**config.mk**
```make
export PLATFORM = sky130hd
export DESIGN_NAME = snm_fifo
export DESIGN_NICKNAME = d
export VERILOG_FILES = /design/src/rtl/snm_pkg.sv /design/src/rtl/snm_fifo.sv
export SDC_FILE = /design/constraint.sdc
export NUM_CORES = 1
export LEC_CHECK = 0
export ABC_AREA = 1
export BUFFER_PORTS_ARGS = -buffer_cell sky130_fd_sc_hd__clkbuf_2
export CORE_MARGIN = 3
export CORE_UTILIZATION = 45
export CTS_CLUSTER_SIZE = 40
export DETAILED_ROUTE_END_ITERATION = 16
export PLACE_DENSITY = 0.7
export SLEW_MARGIN = 10
export SYNTH_ARGS = -nofsm -noshare
export SYNTH_HDL_FRONTEND = slang
export SYNTH_SLANG_ARGS = --single-unit
```
**constraint.sdc**
```tcl
create_clock -name clk -period 5 [get_ports clk]
set_clock_uncertainty 0.1 [all_clocks]
set_input_delay 1.5 -clock clk [delete_from_list [all_inputs] [get_ports clk]]
set_output_delay 1.5 -clock clk [all_outputs]
set_load 0.03 [all_outputs]
```
**src/rtl/snm_pkg.sv**
```systemverilog
// Shared constants, types and register codes of the same-neighbour mask block.
`timescale 1ns / 1ps

package snm_pkg;

  localparam int MAX_WIDTH    = 1024;
  localparam int TILE_BITS    = 8;
  localparam int ADDR_W       = $clog2(MAX_WIDTH);
  localparam int WCNT_W       = $clog2(MAX_WIDTH + 1);
  localparam int LINE_W       = 2 * TILE_BITS;
  localparam int MAP_WIDTH_W  = 11;
  localparam int MAP_HEIGHT_W = 16;
  localparam int CFG_DATA_W   = 16;
  localparam int CFG_INDEX_W  = 1;
  localparam int MASK_W       = 4;
  localparam int QUEUE_DEPTH  = 2;

  typedef logic [TILE_BITS-1:0]    tile_t;
  typedef logic [ADDR_W-1:0]       col_t;
  typedef logic [WCNT_W-1:0]       wcnt_t;
  typedef logic [MAP_WIDTH_W-1:0]  map_width_t;
  typedef logic [MAP_HEIGHT_W-1:0] map_height_t;
  typedef logic [CFG_INDEX_W-1:0]  cfg_index_t;
  typedef logic [MASK_W-1:0]       mask_t;

  localparam cfg_index_t CFG_MAP_WIDTH  = 1'd0;
  localparam cfg_index_t CFG_MAP_HEIGHT = 1'd1;

  localparam logic KIND_TILE  = 1'b0;
  localparam logic KIND_DRAIN = 1'b1;

  // bit positions within neighbour_mask
  localparam int MASK_N = 0;
  localparam int MASK_S = 1;
  localparam int MASK_W_BIT = 2;
  localparam int MASK_E = 3;

  localparam map_width_t  WIDTH_RESET  = 11'd16;
  localparam map_height_t HEIGHT_RESET = 16'd16;

  // One classified request on its way from the front to the back.
  typedef struct packed {
    col_t  col;       // line buffer column
    logic  drain;     // drain step, no south neighbour
    tile_t tile;      // incoming code (south neighbour of the emitted tile)
    logic  emit;      // produces a result
    logic  north_ok;  // a north neighbour exists
    logic  east_ok;   // an east neighbour exists
    logic  last;      // final position of the map
  } op_t;

endpackage

```
**src/rtl/snm_fifo.sv**
```systemverilog
// Short request queue between the front end and the back end.
`timescale 1ns / 1ps

module snm_fifo (
  input  logic         clk,
  input  logic         rst_n,
  input  logic         push,
  input  snm_pkg::op_t push_op,
  output logic         full,
  output logic         head_valid,
  output snm_pkg::op_t head_op,
  input  logic         pop
);

  localparam int PTR_W = (snm_pkg::QUEUE_DEPTH > 1) ? $clog2(snm_pkg::QUEUE_DEPTH) : 1;
  localparam int CNT_W = $clog2(snm_pkg::QUEUE_DEPTH + 1);

  snm_pkg::op_t     slot_r [snm_pkg::QUEUE_DEPTH];
  logic [PTR_W-1:0] wr_ptr_r, rd_ptr_r;
  logic [CNT_W-1:0] cnt_r;

  assign full       = (cnt_r == CNT_W'(snm_pkg::QUEUE_DEPTH));
  assign head_valid = (cnt_r != '0);
  assign head_op    = slot_r[rd_ptr_r];

  function automatic logic [PTR_W-1:0] ptr_inc(input logic [PTR_W-1:0] p);
    ptr_inc = (32'(p) == snm_pkg::QUEUE_DEPTH - 1) ? '0 : p + 1'b1;
  endfunction

  always_ff @(posedge clk) begin
    if (push) begin
      slot_r[wr_ptr_r] <= push_op;
    end
  end

  always_ff @(posedge clk) begin
    if (!rst_n) begin
      wr_ptr_r <= '0;
      rd_ptr_r <= '0;
      cnt_r    <= '0;
    end else begin
      if (push) begin
        wr_ptr_r <= ptr_inc(wr_ptr_r);
      end
      if (pop) begin
        rd_ptr_r <= ptr_inc(rd_ptr_r);
      end
      if (push && !pop) begin
        cnt_r <= cnt_r + 1'b1;
      end else if (pop && !push) begin
        cnt_r <= cnt_r - 1'b1;
      end
    end
  end

endmodule

```
==> impl_metrics.csv <==
group,metric,value,unit
status,outcome,"finished clean",
worst_setup_path,regToRegSetupSlack,3.40,ns
power_and_ir_drop,powerDensity,365,mW/mm²
drt,viasPerCell,4.77,
job,maxCapViolations,0,
worst_setup_path,cp_cell_sequence,"mux2_2 -> clkbuf_2",
min_path,hp-class,"flop to flop",
clock_network,cts_tree,"done",
drt,drtIter0Drc,62,
floorplan,core_area,0.00385,mm²
worst_setup_path,rr_worst_depth,2,
logic_synthesis,synthSimpleGateAreaFrac,3.97,%
clock_network,clock_latency,0.29,ns
sta,worst_slew_pin_slew,1.01,ns
floorplan,initial_core_util,49.1,%
global_route,use_met3,3.98,%
logic_synthesis,synthAdderAreaFrac,0.662,%
final_layout,fin_util,59.2,%
logic_synthesis,synth_compound_area_share,0.529,%
sta,finalHoldViolCount,0,
power_and_ir_drop,seqPwrFrac,60.2,%
final_layout,layout_commonest_cell,"clkbuf_2",
final_layout,multi_input_area,359,µm²
sta,rsz0062_at_grt,"false",
clock_network,cts_root_buf,"clkbuf_8",
worst_setup_path,cp_max_fo,23,
floorplan,die_w,70.8,µm
worst_setup_path,r2r_start,"wr_ptr_r$_SDFFE_PN0P_",
logic_synthesis,yosys_warnings,0,
logic_synthesis,syn_area_per_cell,17.8,µm²
worst_setup_path,worstPathArrival,1.90,ns
min_path,hold_depth,2,
clock_network,postCtsResizedCells,0,
power_and_ir_drop,ir_drop,0.239,mV
logic_synthesis,syn_nets,134,
floorplan,die_h,70.8,µm
power_and_ir_drop,p_sw,0.203,mW
global_route,grt_pass1_wl,4800,µm
power_and_ir_drop,comb_power_share,13.8,%
final_layout,most-common-layout-cells,"clkbuf_2 (51), edfxtp_1 (46), mux2_2 (23)",
clock_network,cts_buffer_depth,2,
clock_network,htreeDepth,2,
final_layout,fill_cells,325,
logic_synthesis,synth_top_family_by_area,"multiplexers",
sta,fmax,285,MHz
global_route,grt_max_degree,24,
global_route,grt_pass1_vias,1097,
min_path,holdPathEnd,"rd_ptr_r$_SDFFE_PN0P_",
sta,period_share,70.1,%
logic_synthesis,ys_types,12,
final_layout,nNetsFinal,191,
worst_setup_path,cp_num_buf_inv,1,
clock_network,cts_made_buffers,5,
floorplan,rows,22,
logic_synthesis,muxShareOfSynthArea,13.7,%
floorplan,dieArea,0.00501,mm²
global_route,use_met1,12.5,%
drt,vias,1012,
sta,slew_headroom,32.5,%
worst_setup_path,cp-end-kind,"primary output",
worst_setup_path,slowest_delay,0.99,ns
sta,hold_ws,0.413,ns
drt,ant_nets,0,
clock_network,cts.clk_slew.worst_paths,0.08,ns
global_route,antenna_found_initial,0,
logic_synthesis,syn-cell-area,0.00189,mm²
drt,drc,0,
worst_setup_path,r2r-end,"slot_r[1][20]$_DFFE_PP_",
sta,min_period,3.50,ns
global_route,track_usage,12.6,%
final_layout,drive_above_1_share,50.0,%
place,place_congestion,0.609,
place,hpwl,2030,µm
global_route,grt_overflow,0,
final_layout,area_delta_synth_final,20.7,%
floorplan,ios,52,
clock_network,post_cts_buffers,0,
worst_setup_path,critPathLaunchType,"flop",
logic_synthesis,netlist_instances,106,
drt,dr.pass1.iters,4,
place,io_buffers,51,
worst_setup_path,worstPathRequired,3.40,ns
worst_setup_path,worstSetupPathType,"flop to primary output",
power_and_ir_drop,intPower,0.631,mW
clock_network,holdBufCountCts,0,
power_and_ir_drop,p_leak,0.917,nW
final_layout,antenna-diode-count,0,
logic_synthesis,seq_area_frac_synth,78.4,%
min_path,hp-start,"rd_ptr_r$_SDFFE_PN0P_",
global_route,grtUsageMet2,23.1,%
worst_setup_path,path_delay_family,"flip-flops",
final_layout,regArea,0.00148,mm²
clock_network,clock_sinks,51,
global_route,grt_busiest_layer,"met2",
power_and_ir_drop,p_sw_share,24.3,%
sta,setup_viol,0,
worst_setup_path,cp_slowest_cell,"dfxtp_1",
power_and_ir_drop,clock_power_share,26.0,%
sta,maxSlewViolCount,0,
drt,wire_per_inst,13.8,µm
logic_synthesis,ys_ff_latch,51,
logic_synthesis,synth_xor_area_share,0,%
sta,setup_tns,0,ns
drt,wirelength,2930,µm
## through the flow
step / cell area, µm² / instances / setup slack [ns] / power (mW)
floorplan: 1890 / 106 / 1.98 / 0.589
global placement: 2190 / 203 / 1.77 / 0.623
detailed placement: 2190 / 203 / 1.79 / 0.627
CTS: 2270 / 211 / 1.44 / 0.842
global route: 2280 / 212 / 1.35 / 0.873
finish: 2280 / 212 / 1.50 / 0.833
## worst max path at each step
stage / to / start / depth (start not counted) / slack (ns)
2_1_floorplan: slot_r[0][0]$_DFFE_PP_ / push / 2 / 1.98
3_3_place_gp: head_op[13] / flop / 2 / 1.77
3_5_place_dp: head_op[11] / flop / 2 / 1.79
4_1_cts: head_op[11] / flop / 2 / 1.44
5_1_grt: head_op[7] / flop / 2 / 1.35
6_report: head_op[13] / flop / 2 / 1.50
## registers in the layout (all words and copies together), names as in the netlist, named ones only
register  cells
slot_r       46
cnt_r         2
rd_ptr_r      1
wr_ptr_r      1
## power by group through the flow
stage               Clock (mW)  Combinational (mW)  Sequential (mW)
floorplan                    0              0.0835            0.505
global placement             0               0.112            0.511
detailed placement           0               0.115            0.512
CTS                      0.224               0.115            0.503
global route             0.245               0.124            0.505
finish                   0.217               0.115            0.502
## cells in the mapped netlist
cell	n	area share (%)
nor2_1	8	1.6
a21oi_1	1	0.26
nand3_1	1	0.26
nand4_1	1	0.33
mux2_2	23	14
nand2_1	9	1.8
inv_1	8	1.6
dfxtp_1	5	5.3
o21ai_0	1	0.26
buf_6	2	1.2
edfxtp_1	46	73
ha_1	1	0.66
## final cells by class
type | instances | area share [%]
clock buffer | 7 | 3.34
inverter | 8 | 1.32
tap | 48 | 2.63
sequential | 51 | 64.9
timing repair buffer | 52 | 11.8
multi-input combinational | 45 | 15.7
clock inverter | 1 | 0.219
## kinds of logic after synthesis
group                      Yosys count
AOI/OAI and AO/OA                    2
DFF                                 51
muxes                               23
and+or+nand+nor                     19
buffers and inverters               10
adders and majority gates            1
## per-layer routing
layer	wire length, µm	share of wire (%)	vias to the layer above
met1	1120	38	482
met5	0	0	-
met2	1650	56	27
met4	18	0.61	0
met3	135	4.6	2
li1	-	-	501
## tightest hold or removal path, stage by stage, from the launching register on
cell and delay [ns]:
dfxtp_1 0.34, nor2_1 0.06, nor2_1 0.09
No activity file was read; power rests on OpenSTA's default activity.
