`src/rtl/snm_pkg.sv`:
```
// Shared constants, types and register codes of the same-neighbour mask block.
`timescale 1ns / 1ps

package snm_pkg;

  localparam int MAX_WIDTH    = 1024;
  localparam int TILE_BITS    = 8;
  localparam int ADDR_W       = $clog2(MAX_WIDTH);
  localparam int WCNT_W       = $clog2(MAX_WIDTH + 1);
  localparam int LINE_W       = 2 * TILE_BITS;
  localparam int MAP_WIDTH_W  = 11;
  localparam int MAP_HEIGHT_W = 16;
  localparam int CFG_DATA_W   = 16;
  localparam int CFG_INDEX_W  = 1;
  localparam int MASK_W       = 4;
  localparam int QUEUE_DEPTH  = 2;

  typedef logic [TILE_BITS-1:0]    tile_t;
  typedef logic [ADDR_W-1:0]       col_t;
  typedef logic [WCNT_W-1:0]       wcnt_t;
  typedef logic [MAP_WIDTH_W-1:0]  map_width_t;
  typedef logic [MAP_HEIGHT_W-1:0] map_height_t;
  typedef logic [CFG_INDEX_W-1:0]  cfg_index_t;
  typedef logic [MASK_W-1:0]       mask_t;

  localparam cfg_index_t CFG_MAP_WIDTH  = 1'd0;
  localparam cfg_index_t CFG_MAP_HEIGHT = 1'd1;

  localparam logic KIND_TILE  = 1'b0;
  localparam logic KIND_DRAIN = 1'b1;

  // bit positions within neighbour_mask
  localparam int MASK_N = 0;
  localparam int MASK_S = 1;
  localparam int MASK_W_BIT = 2;
  localparam int MASK_E = 3;

  localparam map_width_t  WIDTH_RESET  = 11'd16;
  localparam map_height_t HEIGHT_RESET = 16'd16;

  // One classified request on its way from the front to the back.
  typedef struct packed {
    col_t  col;       // line buffer column
    logic  drain;     // drain step, no south neighbour
    tile_t tile;      // incoming code (south neighbour of the emitted tile)
    logic  emit;      // produces a result
    logic  north_ok;  // a north neighbour exists
    logic  east_ok;   // an east neighbour exists
    logic  last;      // final position of the map
  } op_t;

endpackage

```
`src/rtl/snm_front.sv`:
```
// Front end: configuration registers, raster counters and request classification.
`timescale 1ns / 1ps

module snm_front (
  input  logic                               clk,
  input  logic                               rst_n,
  input  logic                               cfg_wr_en,
  input  snm_pkg::cfg_index_t                cfg_index,
  input  logic [snm_pkg::CFG_DATA_W-1:0]     cfg_wr_data,
  input  logic                               in_acc,
  input  logic                               in_kind,
  input  snm_pkg::tile_t                     in_tile,
  output logic                               push,
  output snm_pkg::op_t                       push_op
);

  snm_pkg::map_width_t  map_width_r;
  snm_pkg::map_height_t map_height_r;
  snm_pkg::col_t        col_r, col_nxt;
  snm_pkg::col_t        drain_r, drain_nxt;
  snm_pkg::map_height_t row_r, row_nxt;
  logic                 full_r, full_nxt;

  snm_pkg::wcnt_t       w_eff;
  snm_pkg::map_height_t h_eff;
  snm_pkg::col_t        cur_col;
  snm_pkg::wcnt_t       col_inc;
  logic                 is_tile;
  logic                 take;
  logic                 row_end;
  logic [snm_pkg::MAP_HEIGHT_W:0] row_inc;

  always_comb begin
    if (map_width_r == '0) begin
      w_eff = snm_pkg::wcnt_t'(1);
    end else if (32'(map_width_r) > snm_pkg::MAX_WIDTH) begin
      w_eff = snm_pkg::wcnt_t'(snm_pkg::MAX_WIDTH);
    end else begin
      w_eff = snm_pkg::wcnt_t'(map_width_r);
    end
    h_eff   = (map_height_r == '0) ? snm_pkg::map_height_t'(1) : map_height_r;

    is_tile = (in_kind == snm_pkg::KIND_TILE);
    // drop tiles once the map is complete and drains while it is filling
    take    = in_acc && (is_tile ? !full_r : full_r);
    cur_col = is_tile ? col_r : drain_r;
    col_inc = snm_pkg::wcnt_t'(cur_col) + snm_pkg::wcnt_t'(1);
    row_end = (col_inc >= w_eff);
    row_inc = {1'b0, row_r} + 1'b1;

    push             = take;
    push_op.col      = cur_col;
    push_op.drain    = !is_tile;
    push_op.tile     = in_tile;
    push_op.emit     = !is_tile || (row_r != '0);
    push_op.north_ok = (row_r >= snm_pkg::map_height_t'(2));
    push_op.east_ok  = !row_end;
    push_op.last     = !is_tile && row_end;

    col_nxt   = col_r;
    drain_nxt = drain_r;
    row_nxt   = row_r;
    full_nxt  = full_r;
    if (take) begin
      if (is_tile) begin
        if (row_end) begin
          col_nxt  = '0;
          row_nxt  = row_inc[snm_pkg::MAP_HEIGHT_W-1:0];
          full_nxt = (row_inc >= {1'b0, h_eff});
        end else begin
          col_nxt = col_inc[snm_pkg::ADDR_W-1:0];
        end
      end else begin
        if (row_end) begin
          drain_nxt = '0;
          col_nxt   = '0;
          row_nxt   = '0;
          full_nxt  = 1'b0;
        end else begin
          drain_nxt = col_inc[snm_pkg::ADDR_W-1:0];
        end
      end
    end
  end

  always_ff @(posedge clk) begin
    if (!rst_n) begin
      map_width_r  <= snm_pkg::WIDTH_RESET;
      map_height_r <= snm_pkg::HEIGHT_RESET;
      col_r        <= '0;
      drain_r      <= '0;
      row_r        <= '0;
      full_r       <= 1'b0;
    end else begin
      if (cfg_wr_en) begin
        unique case (cfg_index)
          snm_pkg::CFG_MAP_WIDTH:  map_width_r  <= cfg_wr_data[snm_pkg::MAP_WIDTH_W-1:0];
          snm_pkg::CFG_MAP_HEIGHT: map_height_r <= cfg_wr_data[snm_pkg::MAP_HEIGHT_W-1:0];
          default: ;
        endcase
      end
      col_r   <= col_nxt;
      drain_r <= drain_nxt;
      row_r   <= row_nxt;
      full_r  <= full_nxt;
    end
  end

endmodule

```
`config.mk`:
```
export PLATFORM = sky130hd
export DESIGN_NAME = snm_front
export DESIGN_NICKNAME = d
export VERILOG_FILES = /design/src/rtl/snm_pkg.sv /design/src/rtl/snm_front.sv
export SDC_FILE = /design/constraint.sdc
export NUM_CORES = 1
export LEC_CHECK = 0
export BUFFER_PORTS_ARGS = -buffer_cell sky130_fd_sc_hd__buf_4
export CORE_MARGIN = 3
export CORE_UTILIZATION = 45
export DETAILED_ROUTE_END_ITERATION = 6
export GPL_TIMING_DRIVEN = 1
export HOLD_SLACK_MARGIN = 0.15
export PLACE_DENSITY_LB_ADDON = 0.3
export SKIP_CTS_REPAIR_TIMING = 1
export SLEW_MARGIN = 5
export SYNTH_ARGS = -nofsm -noshare
export SYNTH_HDL_FRONTEND = slang
export SYNTH_SLANG_ARGS = --single-unit
```
`constraint.sdc`:
```
create_clock -name clk -period 4.4 [get_ports clk]
set_clock_uncertainty 0.2 [all_clocks]
set_input_delay 0.22 -clock clk [delete_from_list [all_inputs] [get_ports clk]]
set_output_delay 0.22 -clock clk [all_outputs]
set_load 0.05 [all_outputs]
```
==> flow_summary.yaml, run 1 <==
sta:
  hold_viol_final: 0
  relSlewSlack: 0.4927
  period_share: 0.9373
  setup_ws_ns: 0.2759
  report.final.slew_viol_count: 0
  fin_crit_ns: 4.124
  setup_violations: 0
  max_freq_mhz: 242.5
  tightest_slew_ns: 0.7601
  grt_setup_unrepaired: "no"
  tns_ns: 0
routing:
  detail-route-antenna-nets: 0
  dr.pass1.iters: 5
  drt_iter0_drc: 204
  drc: 0
  viasPerCell: 5.595
  wire_per_inst_um: 15.10
  vias: 3687
  wirelength_um: 9954
hold_path:
  hold_start: "cfg_wr_en"
  hold_class: "input pin to register"
worst_setup_path:
  crit_required_ns: 3.98
  crit_path_start_kind: "register"
  critical-path-slowest-cell: "a2111o_1"
  cp-startpoint: "drain_r[0]"
  worstPathArrival_ns: 3.70
  end_kind: "primary output"
  cp_cell_sequence: "mux2_2, ha_1, inv_1, a211oi_1, nand2_1, xnor2_1, inv_1, ha_1, and4_1, a2111o_1, a21bo_2, inv_6, nor2_1, buf_4"
  slowest_delay_ns: 0.43
  crit_fanout: 15
  r2r-start: "drain_r[0]"
  worstSetupPathType: "register to primary output"
floorplan:
  die_area_mm2: 0.01008
  core.rowCount: 33
  fp.dieW_um: 100.4
  start_util: 0.4762
  io_pins: 54
  die_h_um: 100.4
  core_mm2: 0.008423
pwr:
  peakVddDrop_mv: 0.1559
  p_per_area_mw_per_mm2: 267.6
  power.total_mw: 1.241
  p_leak_nw: 1.979
clock_network:
  htree_levels: 3
  clk-insertion-delay-late_ns: 0.34
  cts_made_buffers: 9
  cts_tree: "done"
  path_clk_slew_ns: 0.06
  cts_sinks: 64
  clock_tree.root_cell: "clkbuf_8"
  clock_path_buffers: 2
grt:
  gr-usage-met2: 0.3058
  grt_pass1_vias: 3376
  overflow: 0
  grt_util_met1: 0.2797
  grt_use_total: 0.1994
  grt.busiest_layer: "met2"
  grt_util_met3: 0.04587
  grt_max_degree: 35
  antenna_found_initial: 0
  grt_pass1_wl_um: 16130
synthesis:
  synth-simple-area-share: 0.2449
  syn_avg_cell_area_um2: 7.850
  yosysUniqueCellTypes: 61
  yosysWarnings: 0
  syn_area_mm2: 0.004011
  muxShareOfSynthArea: 0.03182
  synth_compound_area_frac: 0.1787
  synth_nets: 572
  syn_inst: 511
  synth_edf_count: 0
  ys_seq_area_frac: 0.3194
  synthArstFlopShare: 0
  synthAdderAreaFrac: 0.09669
  synth_top_family_by_area: "simple AND/OR/NAND/NOR gates"
  yosys.area_share.xor_xnor: 0.04585
  synth-seq-cells: 64
  synth_ff_type: "dfxtp_1"
cells_and_area:
  drive_gt1_frac: 0.1318
  fillers: 804
  final_cells: 659
  nNetsFinal: 610
  syn_to_final_growth_pct: 15.60
  num_antenna_cells: 0
job:
  drv_cap: 0
placed_design:
  dp_hpwl_um: 7219
  dp_cells: 621
  place_ws_ns: 0.4273
  port-buffer-count: 37
  gp_congestion: 0.8515
run_status:
  status: "finished, final reports clean"
## path summary, 6_finish.rpt
check,end,slack [ns],cells past startpoint
hold / removal,map_width_r[7],0.22,4
hold reg to reg,col_r[9],0.27,2
setup reg to reg,col_r[6],0.65,14
setup / recovery,push_op[0],0.28,14
## layer usage
metal / vias to the layer above / part of all wire / wire [µm]
met5: - / 0 / 0
met4: 0 / 0.015 / 145
met3: 18 / 0.045 / 448
met2: 92 / 0.46 / 4591
met1: 1716 / 0.48 / 4769
li1: 1861 / - / -
## through the flow
step / cell area [µm²] / utilization / hold WS, ns
2_1_floorplan: 4011 / - / 0.1440
3_3_place_gp: 4233 / 0.5025 / 0.2406
3_5_place_dp: 4233 / 0.5025 / 0.2406
4_1_cts: 4417 / 0.5244 / -0.08561
5_1_grt: 4637 / 0.5505 / 0.2401
6_report: 4637 / 0.5505 / 0.2198
## cell families (layout without fill, tap and decap cells)
kind of cell,Yosys count,count (layout)
and+or+nand+nor,205,205
muxes,12,12
adders and majority gates,31,31
xor gates and xnor gates,21,21
AOI/OAI and AO/OA,111,111
buffers and inverters,67,110
DFF,64,64
## flip-flops by register name (all words and copies together) (netlist names)
register / flops
map_height_r: 16
row_r: 16
map_width_r: 11
col_r: 10
drain_r: 10
full_r: 1
## report_power, final
group	internal, mW	leakage (nW)	total (mW)	switching (mW)
Combinational	0.0664	1.36	0.168	0.102
Clock	0.248	0.0992	0.469	0.221
Sequential	0.593	0.519	0.603	0.0105
Total	0.907	1.98	1.24	0.334
## cells in the mapped netlist (all sizes together) (5+ instances only)
| library cell | number | area share |
|---|---|---|
| nand2 | 102 | 0.096 |
| dfxtp | 64 | 0.32 |
| a21oi | 44 | 0.059 |
| inv | 32 | 0.031 |
| ha | 31 | 0.097 |
| nand3 | 28 | 0.035 |
| buf | 21 | 0.038 |
| nor2 | 20 | 0.019 |
| o21ai | 19 | 0.024 |
| clkbuf | 13 | 0.012 |
| xor2 | 11 | 0.024 |
| o211ai | 10 | 0.019 |
| xnor2 | 10 | 0.022 |
| and3 | 8 | 0.012 |
| nand4 | 8 | 0.012 |
| nor3 | 8 | 0.015 |
| nor4 | 8 | 0.012 |
| mux2 | 6 | 0.017 |
| mux2i | 6 | 0.015 |
| nand3b | 6 | 0.011 |
| o31ai | 6 | 0.011 |
| a31oi | 5 | 0.0078 |
## worst max-delay path: cells and delay by family (launching register included)
family | cells | cell delay, ns
AOI/OAI and AO/OA | 3 | 1.09
xor gates and xnor gates | 1 | 0.25
adders and majority gates | 2 | 0.53
buffers and inverters | 4 | 0.52
DFF | 1 | 0.39
muxes | 1 | 0.21
and+or+nand+nor | 3 | 0.38
## cell type report
cell class	instances	area [µm²]	share of cell area
sequential	64	1281	0.2763
clock buffer	13	168.9	0.03643
timing repair buffer	61	513.0	0.1106
inverter	33	128.9	0.02779
tap	105	131.4	0.02833
clock inverter	3	15.01	0.003238
multi-input combinational	380	2399	0.5173
## placed cells by master (no fill, tap or decap), types with 3 or more instances in the layout
cell type        n
mux2i_1          6
nor4_1           8
nand4_1          8
nor3_1           5
o32ai_1          4
mux2_2           6
and3_1           8
nor2_1          20
o211ai_1        10
a31oi_1          5
ha_1            31
xor2_1          11
a21o_1           3
nand3b_1         6
and2_1           3
o31ai_1          6
o21ai_0         16
inv_1           30
a21oi_1         42
xnor2_1         10
nand2_1        101
a211oi_1         3
nand3_1         28
buf_4           39
clkinv_2         3
nor2b_1          4
o21ai_1          3
dlygate4sd3_1   22
dfxtp_1         64
clkbuf_8        12
(Power assumes the default switching activity.)
==> inputs of run 2 (changes only) <==
CORE_UTILIZATION = 25   (was 45)
==> run 2 against run 1 <==
Hold slack worse by 0.092 ns. Maximum frequency is 1.4% higher. Sequential share of layout area fell by 1.3 points. Register-to-register slack gained 0.02 ns. Die area increased by 75%. Final cell count rose by 16%. Critical path depth unchanged. Non-clock buffer count is 1 lower. Total power up 20%. Sequential power hardly changed. Cell area is 5.1% higher. Highest routed layer unchanged.
==> flow_summary.yaml, run 2 (synthesis results as in run 1) <==
routing:
  drc: 0
  viasPerCell: 4.747
  drt_iter0_drc: 191
  detail-route-antenna-nets: 0
  dr.pass1.iters: 4
  wire_per_inst_um: 13.86
  vias: 3627
  wirelength_um: 10590
hold_path:
  worstHoldEndpoint: "row_r[6]"
  hold_class: "input pin to register"
  whs_path_depth: 3
  hold_start: "in_kind"
sta:
  tns_ns: 0
  fin_crit_ns: 4.069
  relSlewSlack: 0.5264
  report.final.slew_viol_count: 0
  grt_setup_unrepaired: "no"
  setup_violations: 0
  period_share: 0.9247
  max_freq_mhz: 245.8
  hold_viol_final: 0
  tightest_slew_ns: 0.7060
grt:
  grt_max_degree: 35
  grt_pass1_wl_um: 17200
  grt_use_total: 0.1206
  antenna_found_initial: 0
  overflow: 0
  grt_pass1_vias: 3361
clock_network:
  clock_path_buffers: 2
  cts_made_buffers: 9
  clock_tree.root_cell: "clkbuf_16"
  path_clk_slew_ns: 0.05
  cts_tree: "done"
  cts_sinks: 64
  clk-insertion-delay-late_ns: 0.33
  htree_levels: 3
worst_setup_path:
  reg2reg_to: "col_r[9]"
  r2r-start: "drain_r[0]"
  worstPathArrival_ns: 3.65
  worstSetupPathType: "register to primary output"
  cp_num_buf_inv: 4
  crit_path_start_kind: "register"
  reg2reg_slack_ns: 0.67
  cp_cell_sequence: "mux2_2, ha_1, inv_1, a211oi_1, nand2_1, xnor2_1, inv_1, ha_1, and4_1, a2111o_1, a21bo_2, inv_6, nor2_1, buf_4"
  crit_family: "compound AO/OA/AOI/OAI gates"
  r2r_cells: 14
  crit_fanout: 15
  crit_required_ns: 3.98
  end_kind: "primary output"
  critical-path-slowest-cell: "a2111o_1"
  slowest_delay_ns: 0.42
floorplan:
  fp.dieW_um: 132.7
  die_area_mm2: 0.01760
  core.rowCount: 45
  die_h_um: 132.7
  io_pins: 54
  core_mm2: 0.01543
  start_util: 0.2600
placed_design:
  gp_congestion: 0.8264
  placed_area_mm2: 0.004373
  dp_hpwl_um: 7987
  dp_cells: 728
  port-buffer-count: 37
cells_and_area:
  fin_area_mm2: 0.004873
  nNetsFinal: 609
  final_common_cell: "nand2_1"
  syn_to_final_growth_pct: 21.49
  num_antenna_cells: 0
  final_cell_mix: "101 x nand2_1, 64 x dfxtp_1, 42 x a21oi_1"
  drive_gt1_frac: 0.1320
  final_cells: 764
  multi_input_area_mm2: 0.002399
  biggestRegsByFlops: "map_height_r (16), row_r (16), map_width_r (11)"
  seqCellArea_mm2: 0.001281
  fillers: 1649
run_status:
  status: "finished, final reports clean"
pwr:
  p_per_area_mw_per_mm2: 305.6
  peakVddDrop_mv: 0.1712
  p_leak_nw: 2.026
job:
  drv_cap: 0
run 2: worst max-delay path by stage:
stage	startpoint	endpoint	depth (start not counted)
CTS	col_r[0]	push_op[0]	14
global placement	in_kind	push_op[0]	15
floorplan	in_kind	push_op[0]	17
detailed placement	in_kind	push_op[0]	15
finish	drain_r[0]	push_op[0]	14
global route	drain_r[0]	push_op[0]	14
run 2: area by class of cell:
class	instances	share of cell area
clock buffers	13	0.05340
clock inverters	3	0.008216
inverters	33	0.02644
multi-input cells	380	0.4922
flip-flops and latches	64	0.2629
well taps	211	0.05417
repair buffers	60	0.1027
run 2: metrics by stage:
stage / worst slack (ns) / power (mW) / hold WS (ns) / utilization
6_report: 0.3314 / 1.489 / 0.1277 / 0.3159
5_1_grt: 0.05081 / 1.556 / 0.1621 / 0.3159
4_1_cts: 0.2946 / 1.494 / -0.07584 / 0.3029
3_5_place_dp: 0.5415 / 0.7713 / 0.2404 / 0.2835
3_3_place_gp: 0.6353 / 0.7689 / 0.2404 / 0.2835
2_1_floorplan: 0.1658 / 0.7445 / 0.1440 / -
run 2: power by group:
group          internal [mW]  total, mW  switching (mW)  leakage (nW)
sequential             0.593      0.604          0.0108         0.519
combinational         0.0659      0.167           0.101          1.36
clock                  0.467      0.718           0.251         0.150
total                   1.13       1.49           0.362          2.03
run 2: metal layers:
metal	routed length, µm	global-route usage
met5	0	0
met2	4838	0.1849
met1	5043	0.1662
met4	140	0.03811
met3	565	0.03042
run 2: worst reg2reg max path, stage by stage, from the launching register on:
cell	delay, ns
dfxtp_1	0.37
mux2_2	0.21
ha_1	0.24
inv_1	0.07
a211oi_1	0.31
nand2_1	0.11
xnor2_1	0.27
inv_1	0.09
ha_1	0.30
and4_1	0.21
a2111o_1	0.42
a21bo_2	0.31
inv_6	0.16
nand2_2	0.11
o32ai_1	0.26
